===== src/hdl/temp_sample_qualify_moving_average_core_macros.svh =====
// Assertion macros for the temperature sample qualifier core.
// Uses clk and rst_n of the including module; no other dependencies.
`ifndef TEMP_SAMPLE_QUALIFY_MOVING_AVERAGE_CORE_MACROS_SVH
`define TEMP_SAMPLE_QUALIFY_MOVING_AVERAGE_CORE_MACROS_SVH

`ifndef SYNTH

// Property checked at every clock edge outside reset.
`define TSQMA_ASSERT(lbl, prop, msg) \
  lbl: assert property (@(posedge clk) disable iff (!rst_n) (prop)) else $error(msg);

// Implication: antecedent on one edge, consequent on the next.
`define TSQMA_ASSERT_NEXT(lbl, ante, cons, msg) \
  lbl: assert property (@(posedge clk) disable iff (!rst_n) (ante) |=> (cons)) \
    else $error(msg);

`else

`define TSQMA_ASSERT(lbl, prop, msg)
`define TSQMA_ASSERT_NEXT(lbl, ante, cons, msg)

`endif

`endif


===== src/hdl/tsqma_pkg.sv =====
// Shared types and constants for the temperature sample qualifier core.
// No dependencies.
package tsqma_pkg;

  // Field widths
  localparam int SAMPLE_W = 12;
  localparam int CODE_W   = 3;
  localparam int TEMP_W   = 18;

  // Filter window; must be a power of two so the mean is a shift
  localparam int WINDOW_LEN = 8;
  localparam int SLOT_W     = $clog2(WINDOW_LEN);
  localparam int SUM_W      = SAMPLE_W + SLOT_W;

  // Mean in hundredths: sum * 100 / (16 * WINDOW_LEN)
  localparam int SCALE     = 100;
  localparam int SCALE_W   = 8;
  localparam int PROD_W    = SUM_W + SCALE_W;
  localparam int DIV_SHIFT = 4 + SLOT_W;
  localparam int DIV_MASK  = (1 << DIV_SHIFT) - 1;

  typedef logic [CODE_W-1:0] err_code_t;
  typedef logic signed [SAMPLE_W-1:0] sample_t;

  // Error codes
  localparam err_code_t ERR_OK        = 3'd0;
  localparam err_code_t ERR_OPEN_WIRE = 3'd1;
  localparam err_code_t ERR_CRC       = 3'd2;
  localparam err_code_t ERR_RANGE     = 3'd3;
  localparam err_code_t ERR_NO_SENSOR = 3'd4;

  // Configuration register indexes
  localparam logic CFG_LOW_LIMIT  = 1'b0;
  localparam logic CFG_HIGH_LIMIT = 1'b1;

  // Sentinels (-127 and -80 degrees) and reset values
  localparam sample_t SENT_DISCONNECTED = -12'sd2032;
  localparam sample_t SENT_CRC          = -12'sd1280;
  localparam sample_t RESET_SAMPLE      = 12'sd400;
  localparam sample_t RESET_LOW_LIMIT   = -12'sd880;
  localparam sample_t RESET_HIGH_LIMIT  = 12'sd2000;
  localparam logic signed [SUM_W-1:0] RESET_SUM = SUM_W'(400 * WINDOW_LEN);
  localparam logic signed [TEMP_W-1:0] ERROR_VALUE = -18'sd99900;

endpackage


===== src/hdl/tsqma_in_if.sv =====
// Input channel: one raw temperature sample item with valid/ready.
// Depends on tsqma_pkg.
interface tsqma_in_if import tsqma_pkg::*; ();
  logic    valid;
  logic    ready;
  sample_t sample_sixteenths;
  logic    sensor_missing;

  modport source (output valid, output sample_sixteenths, output sensor_missing, input ready);
  modport sink   (input valid, input sample_sixteenths, input sensor_missing, output ready);
endinterface


===== src/hdl/tsqma_out_if.sv =====
// Result channel: error code and filtered temperature item with valid/ready.
// Depends on tsqma_pkg.
interface tsqma_out_if import tsqma_pkg::*; ();
  logic                     valid;
  logic                     ready;
  err_code_t                error_code;
  logic signed [TEMP_W-1:0] temp_hundredths;

  modport source (output valid, output error_code, output temp_hundredths, input ready);
  modport sink   (input valid, input error_code, input temp_hundredths, output ready);
endinterface


===== src/hdl/temp_sample_qualify_moving_average_core.sv =====
// Temperature sample qualifier with an 8-entry moving-average filter. One item is
// accepted every clock cycle when the result side keeps up; an accepted item is held
// in the stage 1 register and then in the result register, which drives the result
// handshake. The first stage classifies the sample and updates the running sum of
// the ring in the same cycle, the second stage scales the sum to hundredths of a
// degree through one small constant multiply and a shift. Invalid samples give their
// error code and -99900 and leave the filter alone. After reset every ring entry is
// 25 degrees and the limits are -55 and 125 degrees; the user must write limits over
// the cfg port only while the block is idle, which the block itself does not enforce.
// Depends on tsqma_pkg, tsqma_in_if, tsqma_out_if and the macros header.
`include "temp_sample_qualify_moving_average_core_macros.svh"

module temp_sample_qualify_moving_average_core
  import tsqma_pkg::*;
(
  input  logic                clk,
  input  logic                rst_n,
  tsqma_in_if.sink            in_chan,
  tsqma_out_if.source         out_chan,
  input  logic                cfg_we,
  input  logic                cfg_index,
  input  logic [SAMPLE_W-1:0] cfg_wdata
);

  // Configuration registers
  sample_t low_limit_r, high_limit_r;

  always_ff @(posedge clk) begin
    if (!rst_n) begin
      low_limit_r  <= RESET_LOW_LIMIT;
      high_limit_r <= RESET_HIGH_LIMIT;
    end else if (cfg_we) begin
      case (cfg_index)
        CFG_LOW_LIMIT:  low_limit_r  <= $signed(cfg_wdata);
        CFG_HIGH_LIMIT: high_limit_r <= $signed(cfg_wdata);
        default: ;
      endcase
    end
  end

  // Handshake between the stages
  logic in_ready, s2_ready, take, upd;
  logic s1_valid_r, out_valid_r;

  assign s2_ready      = !out_valid_r || out_chan.ready;
  assign in_ready      = !s1_valid_r || s2_ready;
  assign in_chan.ready = in_ready;
  assign take          = in_chan.valid && in_ready;

  // Classification, sentinels first
  sample_t   smp;
  err_code_t code_c;

  assign smp = in_chan.sample_sixteenths;

  always_comb begin
    if (smp == SENT_DISCONNECTED) begin
      code_c = ERR_OPEN_WIRE;
    end else if (smp == SENT_CRC) begin
      code_c = ERR_CRC;
    end else if (smp < low_limit_r || smp > high_limit_r) begin
      code_c = ERR_RANGE;
    end else if (in_chan.sensor_missing) begin
      code_c = ERR_NO_SENSOR;
    end else begin
      code_c = ERR_OK;
    end
  end

  assign upd = take && (code_c == ERR_OK);

  // Ring and running sum
  sample_t                  ring_r [WINDOW_LEN];
  logic [SLOT_W-1:0]        write_slot_r, write_slot_nxt;
  logic signed [SUM_W-1:0]  ring_sum_r, ring_sum_nxt;
  sample_t                  old_smp;

  assign old_smp        = ring_r[write_slot_r];
  assign ring_sum_nxt   = ring_sum_r - SUM_W'(old_smp) + SUM_W'(smp);
  assign write_slot_nxt = (write_slot_r == SLOT_W'(WINDOW_LEN - 1)) ? '0
                                                                  : write_slot_r + 1'b1;

  always_ff @(posedge clk) begin
    if (!rst_n) begin
      for (int i = 0; i < WINDOW_LEN; i++) begin
        ring_r[i] <= RESET_SAMPLE;
      end
      write_slot_r <= '0;
      ring_sum_r   <= RESET_SUM;
    end else if (upd) begin
      ring_r[write_slot_r] <= smp;
      write_slot_r         <= write_slot_nxt;
      ring_sum_r           <= ring_sum_nxt;
    end
  end

  // Stage 1 register: code and updated sum
  err_code_t               s1_code_r;
  logic signed [SUM_W-1:0] s1_sum_r;

  always_ff @(posedge clk) begin
    if (!rst_n) begin
      s1_valid_r <= 1'b0;
    end else if (in_ready) begin
      s1_valid_r <= in_chan.valid;
    end
  end

  always_ff @(posedge clk) begin
    if (take) begin
      s1_code_r <= code_c;
      s1_sum_r  <= ring_sum_nxt;
    end
  end

  // Stage 2: sum * 100 / (16 * WINDOW_LEN), truncated toward zero
  logic signed [PROD_W-1:0] prod_c, bias_c, quot_c;
  logic signed [TEMP_W-1:0] value_c;

  assign prod_c  = PROD_W'(s1_sum_r) * PROD_W'(SCALE);
  assign bias_c  = prod_c[PROD_W-1] ? PROD_W'(DIV_MASK) : '0;
  assign quot_c  = (prod_c + bias_c) >>> DIV_SHIFT;
  assign value_c = (s1_code_r == ERR_OK) ? quot_c[TEMP_W-1:0] : ERROR_VALUE;

  // Output register
  err_code_t                out_code_r;
  logic signed [TEMP_W-1:0] out_temp_r;

  always_ff @(posedge clk) begin
    if (!rst_n) begin
      out_valid_r <= 1'b0;
    end else if (s2_ready) begin
      out_valid_r <= s1_valid_r;
    end
  end

  always_ff @(posedge clk) begin
    if (s2_ready && s1_valid_r) begin
      out_code_r <= s1_code_r;
      out_temp_r <= value_c;
    end
  end

  assign out_chan.valid           = out_valid_r;
  assign out_chan.error_code      = out_code_r;
  assign out_chan.temp_hundredths = out_temp_r;

  // Checks
  `TSQMA_ASSERT_NEXT(a_err_keeps_filter, take && (code_c != ERR_OK), $stable(ring_sum_r) && $stable(write_slot_r), "filter changed on an invalid sample")
  `TSQMA_ASSERT(a_err_value, !out_valid_r || (out_code_r == ERR_OK) || (out_temp_r == ERROR_VALUE), "error item without error value")
  `TSQMA_ASSERT(a_ok_range, !out_valid_r || (out_code_r != ERR_OK) || ((out_temp_r >= -18'sd12800) && (out_temp_r <= 18'sd12799)), "filtered value out of range")
  `TSQMA_ASSERT_NEXT(a_s1_hold, s1_valid_r && !s2_ready, s1_valid_r && $stable(s1_sum_r) && $stable(s1_code_r), "stage 1 item lost under stall")

endmodule


===== src/flat_wrapper.sv =====
// flat-port wrapper written by rule: the top's interface ports become plain ports
module temp_sample_qualify_moving_average_core_flat import tsqma_pkg::*;
  (clk, rst_n, cfg_we, cfg_index, cfg_wdata, in_chan_valid, in_chan_sample_sixteenths, in_chan_sensor_missing, in_chan_ready, out_chan_valid, out_chan_error_code, out_chan_temp_hundredths, out_chan_ready);
  tsqma_in_if in_chan_i ();
  tsqma_out_if out_chan_i ();
  input  logic clk;
  input  logic rst_n;
  input  logic cfg_we;
  input  logic cfg_index;
  input  logic [SAMPLE_W-1:0] cfg_wdata;
  input wire logic [$bits(in_chan_i.valid)-1:0] in_chan_valid;
  input wire logic [$bits(in_chan_i.sample_sixteenths)-1:0] in_chan_sample_sixteenths;
  input wire logic [$bits(in_chan_i.sensor_missing)-1:0] in_chan_sensor_missing;
  output wire logic [$bits(in_chan_i.ready)-1:0] in_chan_ready;
  output wire logic [$bits(out_chan_i.valid)-1:0] out_chan_valid;
  output wire logic [$bits(out_chan_i.error_code)-1:0] out_chan_error_code;
  output wire logic [$bits(out_chan_i.temp_hundredths)-1:0] out_chan_temp_hundredths;
  input wire logic [$bits(out_chan_i.ready)-1:0] out_chan_ready;
  assign in_chan_i.valid = in_chan_valid;
  assign in_chan_i.sample_sixteenths = in_chan_sample_sixteenths;
  assign in_chan_i.sensor_missing = in_chan_sensor_missing;
  assign in_chan_ready = in_chan_i.ready;
  assign out_chan_valid = out_chan_i.valid;
  assign out_chan_error_code = out_chan_i.error_code;
  assign out_chan_temp_hundredths = out_chan_i.temp_hundredths;
  assign out_chan_i.ready = out_chan_ready;
  temp_sample_qualify_moving_average_core u_core (.clk(clk), .rst_n(rst_n), .in_chan(in_chan_i), .out_chan(out_chan_i), .cfg_we(cfg_we), .cfg_index(cfg_index), .cfg_wdata(cfg_wdata));
endmodule

===== config.mk =====
export PLATFORM = sky130hd
export DESIGN_NAME = temp_sample_qualify_moving_average_core_flat
export DESIGN_NICKNAME = d
export VERILOG_FILES = /design/src/hdl/tsqma_pkg.sv /design/src/hdl/tsqma_in_if.sv /design/src/hdl/tsqma_out_if.sv /design/src/hdl/temp_sample_qualify_moving_average_core.sv /design/src/flat_wrapper.sv
export VERILOG_INCLUDE_DIRS = /design/src /design/src/hdl
export SDC_FILE = /design/constraint.sdc
export NUM_CORES = 1
export LEC_CHECK = 0
export ABC_CLOCK_PERIOD_IN_PS = 5200
export BUFFER_PORTS_ARGS = -buffer_cell sky130_fd_sc_hd__buf_2
export CORE_ASPECT_RATIO = 0.6
export CORE_MARGIN = 4
export CORE_UTILIZATION = 58
export CTS_BUF_LIST = sky130_fd_sc_hd__clkbuf_4
export CTS_CLUSTER_DIAMETER = 150
export DETAILED_ROUTE_END_ITERATION = 12
export PLACE_DENSITY = 0.79
export SYNTH_ARGS = -nofsm -noshare
export SYNTH_HDL_FRONTEND = slang
export SYNTH_SLANG_ARGS = --single-unit

===== constraint.sdc =====
create_clock -name clk -period 5.2 [get_ports clk]
set_clock_uncertainty 0.1 [all_clocks]
set_input_delay 1.04 -clock clk [delete_from_list [all_inputs] [get_ports clk]]
set_output_delay 1.04 -clock clk [all_outputs]
set_load 0.01 [all_outputs]

==> flow_metrics.tcl <==
set metrics [dict create \
    run_status "complete, no violations" \
    synth_top_cell_by_area "edfxtp_1" \
    crit_path_end_kind "flip-flop" \
    post_cts_resized 0 \
    num_io_pins 54 \
    mappedNetlistArea_um2 10700 \
    ys_seq_area_share_pct 46.2 \
    num_antenna_cells 0 \
    detail_route.wl_per_cell_um 19.9 \
    cts_buffer_depth 2 \
    maximum_number_of_pins_on_one_net_before_global_route_repair 32 \
    die_h_um 113 \
    placement.setup.worst_slack_ns 0.522 \
    ctsHoldBuffers 0 \
    clock_tree_root "clkbuf_4" \
    timing.critical_path.required_ns 5.41 \
    timing.final.crit_share_pct 90.6 \
    synth_enable_flop_cells 134 \
    critical_path.slowest_cell "o21ai_1" \
    clock-sinks 181 \
    grt_setup_unrepaired "false" \
    grt.total_usage_pct 26.1 \
    routed_wirelength_um 26400 \
    grt_util_met1_pct 41.1 \
    final.setup.worst_slack_ns 0.487 \
    max_freq_ghz 0.212 \
    dr_total_vias 8063 \
    synth_top_cells_by_area "edfxtp_1, ha_1, dfxtp_1" \
    worstPathArrival_ns 4.92 \
    startpoint_type "flip-flop" \
    internal_power_w 0.00345 \
    path_cells "ha_1 > fa_1 > ha_1 > ha_1 > a211oi_1 > o21ai_0 > a21oi_1 > o211ai_1 > o21ai_1 > nor4_2 > a31oi_1 > o21ai_0" \
    final_net_count 1221 \
    timing_worst_slew_pin_value_ns 1.19 \
    global_route_wire_length_before_repair_um 41900 \
    drv_slew 0 \
    layout_min_cycle_time_ns 4.71 \
    area_of_the_placeable_core_um2 18100 \
    criticalPathCategory "flip-flop to flip-flop" \
    drive_gt1_share_pct 15.1 \
    irDropWorstVdd_v 0.000530 \
    mappedNetlistNets 1160 \
    setup_viol 0 \
    initial_core_utilization_pct 59.3 \
    groute.layer.met3.usage_pct 7.74 \
    clock_tree_from_tritoncts "done" \
    die-area_um2 20800 \
    max_cap_viol_count 0 \
    pwr_density_cell_nw_per_um2 548 \
    p_sw_w 0.00293 \
    drt_pass1_iterations 5 \
    areaGrowthSynthToFinish_pct 8.19 \
    yosys.cell_types.count 62 \
    overflow 0 \
    tightest_hold_check_type "flip-flop to flip-flop" \
    hpwl_um 19700 \
    drt_iter0_markers 989 \
    post-cts-setup-buffers 0 \
    power_leakage_nw 4.48 \
    ff_latch_count_synth 181 \
    vias_in_the_first_global_route 7604 \
    synthArstFlopShare_pct 0 \
    clock_insertion_delay_worst_skew_ns 0.59 \
    setup_total_negative_slack_ns 0 \
    postSynthCellCount 1014 \
    ctsHtreeMaxLevel 4 \
    slew_headroom_pct 20.8 \
    seq_power_share_pct 27.3 \
    groute.layer.met2.usage_pct 35.1 \
    clk_pin_slew_ns 0.15 \
    share_of_yosys_cell_area_claimed_by_the_top_area_cell_type_pct 37.4 \
    io_buffers 53 \
    grt_most_used_layer "met1" \
    route.detailed.vias_per_inst 6.07 \
    synth_flop_type "edfxtp_1" \
    worst_path_largest_cell_delay_ns 0.79 \
    setup.reg_to_reg.worst_slack_ns 0.49 \
    clock_power_share_pct 11.2 \
    drc 0 \
    postLayoutCellArea_um2 11600 \
    place.gp.congestion 0.905 \
    drtAntennaViolNets 0 \
    number_of_antenna_violations_at_the_first_check_in_global_routing 0 \
    placement.cell_area_um2 11400 \
    die_width_um 184 \
    crit_top_cell "ha_1" \
    yosys_warnings 0 \
    worstPathMaxFanout 14 \
    comb_power_share_pct 61.5 \
    swShare_pct 45.9 \
    timing_hold_violations_final 0 \
    avgSynthCellArea_um2 10.6 \
    core.rowCount 38 \
    cts_buffers 17 \
]
==> area by class of cell <==
cell class                      count  area [µm²]
Clock buffer                       17         128
Tap cell                          240         300
Clock inverter                     15         106
Fill cell                        1417        6480
Timing Repair Buffer               83         490
Inverter                           94         353
Sequential cell                   181        4960
Multi-Input combinational cell    698        5290
==> worst paths after layout <==
| path | from | end | cells after the start |
|---|---|---|---|
| setup reg to reg | u_core.s1_sum_r[2]$_DFFE_PP_ | u_core.out_chan.temp_hundredths[13]$_SDFFCE_PP1P_ | 12 |
| hold / removal | u_core.low_limit_r[0]$_SDFFE_PN0P_ | u_core.low_limit_r[0]$_SDFFE_PN0P_ | 2 |
| setup / recovery | u_core.s1_sum_r[2]$_DFFE_PP_ | u_core.out_chan.temp_hundredths[13]$_SDFFCE_PP1P_ | 12 |
| hold reg to reg | u_core.low_limit_r[0]$_SDFFE_PN0P_ | u_core.low_limit_r[0]$_SDFFE_PN0P_ | 2 |
==> metrics by stage <==
stage	hold WS, ns	cells	util, %	power [W]
finish	0.367	1328	64.2	0.00637
global route	0.395	1328	64.2	0.00691
CTS	0.366	1328	64.2	0.00632
detailed placement	0.347	1296	62.9	0.00559
global placement	0.343	1296	62.9	0.00549
floorplan	0.336	1014	-	0.00481
==> worst max-delay path: cells and delay by family (launching register included) <==
kind	cells	cell delay (ns)
compound gates	7	2.25
simple gates	1	0.19
flops	1	0.46
fa+ha+maj	4	1.45
==> state kept, by name (all words and copies together) (netlist names), named ones only <==
name,count
u_core.s1_valid_r,1
u_core.low_limit_r,12
u_core.ring_r,96
u_core.write_slot_r,3
u_core.s1_sum_r,15
u_core.s1_code_r,3
u_core.ring_sum_r,15
u_core.out_chan.error_code,3
u_core.high_limit_r,12
u_core.out_chan.valid,1
u_core.out_chan.temp_hundredths,17
==> layout by cell type (no fill, tap or decap), types with 27 or more instances in the layout <==
cell type    n
buf_2       53
fa_1        27
nand2_1    107
edfxtp_1   134
o21ai_0     36
a21oi_1     58
nor2_1     115
buf_4       30
ha_1        88
inv_1       93
dfxtp_1     47
==> layer usage <==
| layer | share of wire (%) | wire length, µm | vias to the layer above |
|---|---|---|---|
| met5 | 0 | 0 | - |
| met4 | 1.2 | 312 | 0 |
| li1 | - | - | 3760 |
| met1 | 46 | 12200 | 3873 |
| met2 | 40 | 10700 | 404 |
| met3 | 12 | 3210 | 26 |
==> synthesized netlist by cell type (4+ instances only) <==
cell type	count
o21ai_0	44
nand3_1	23
nand2_1	107
or4_1	5
edfxtp_1	134
nor2b_1	5
nor4_1	8
nor2_1	115
dfxtp_1	47
o2111ai_1	4
o21a_1	14
a31oi_1	4
fa_1	27
o211ai_1	14
nor3_1	18
or3_1	6
xor2_1	8
nand4_1	12
mux2_2	11
xnor2_1	23
clkbuf_1	36
inv_1	93
mux4_2	24
a21o_1	14
or2_2	6
a211oi_1	5
and3_1	7
a21oi_1	58
nand2b_1	4
ha_1	88
==> cells by family after synthesis <==
group           Yosys count  synth area share, %
simple gates            333                 14.2
xor+xnor                 31                 2.53
mux                      37                 6.37
flops                   181                 46.2
compound gates          182                 10.7
buf+inv                 135                 4.76
fa+ha+maj               115                 15.3
==> power groups by stage <==
stage | Combinational, W | Sequential, W | Clock [W]
detailed placement | 0.00382 | 0.00177 | 0
global route | 0.00439 | 0.00175 | 0.000777
finish | 0.00392 | 0.00174 | 0.000713
CTS | 0.00386 | 0.00174 | 0.000723
global placement | 0.00372 | 0.00177 | 0
floorplan | 0.00306 | 0.00176 | 0
Note: power is estimated with default switching activity, not from simulation.
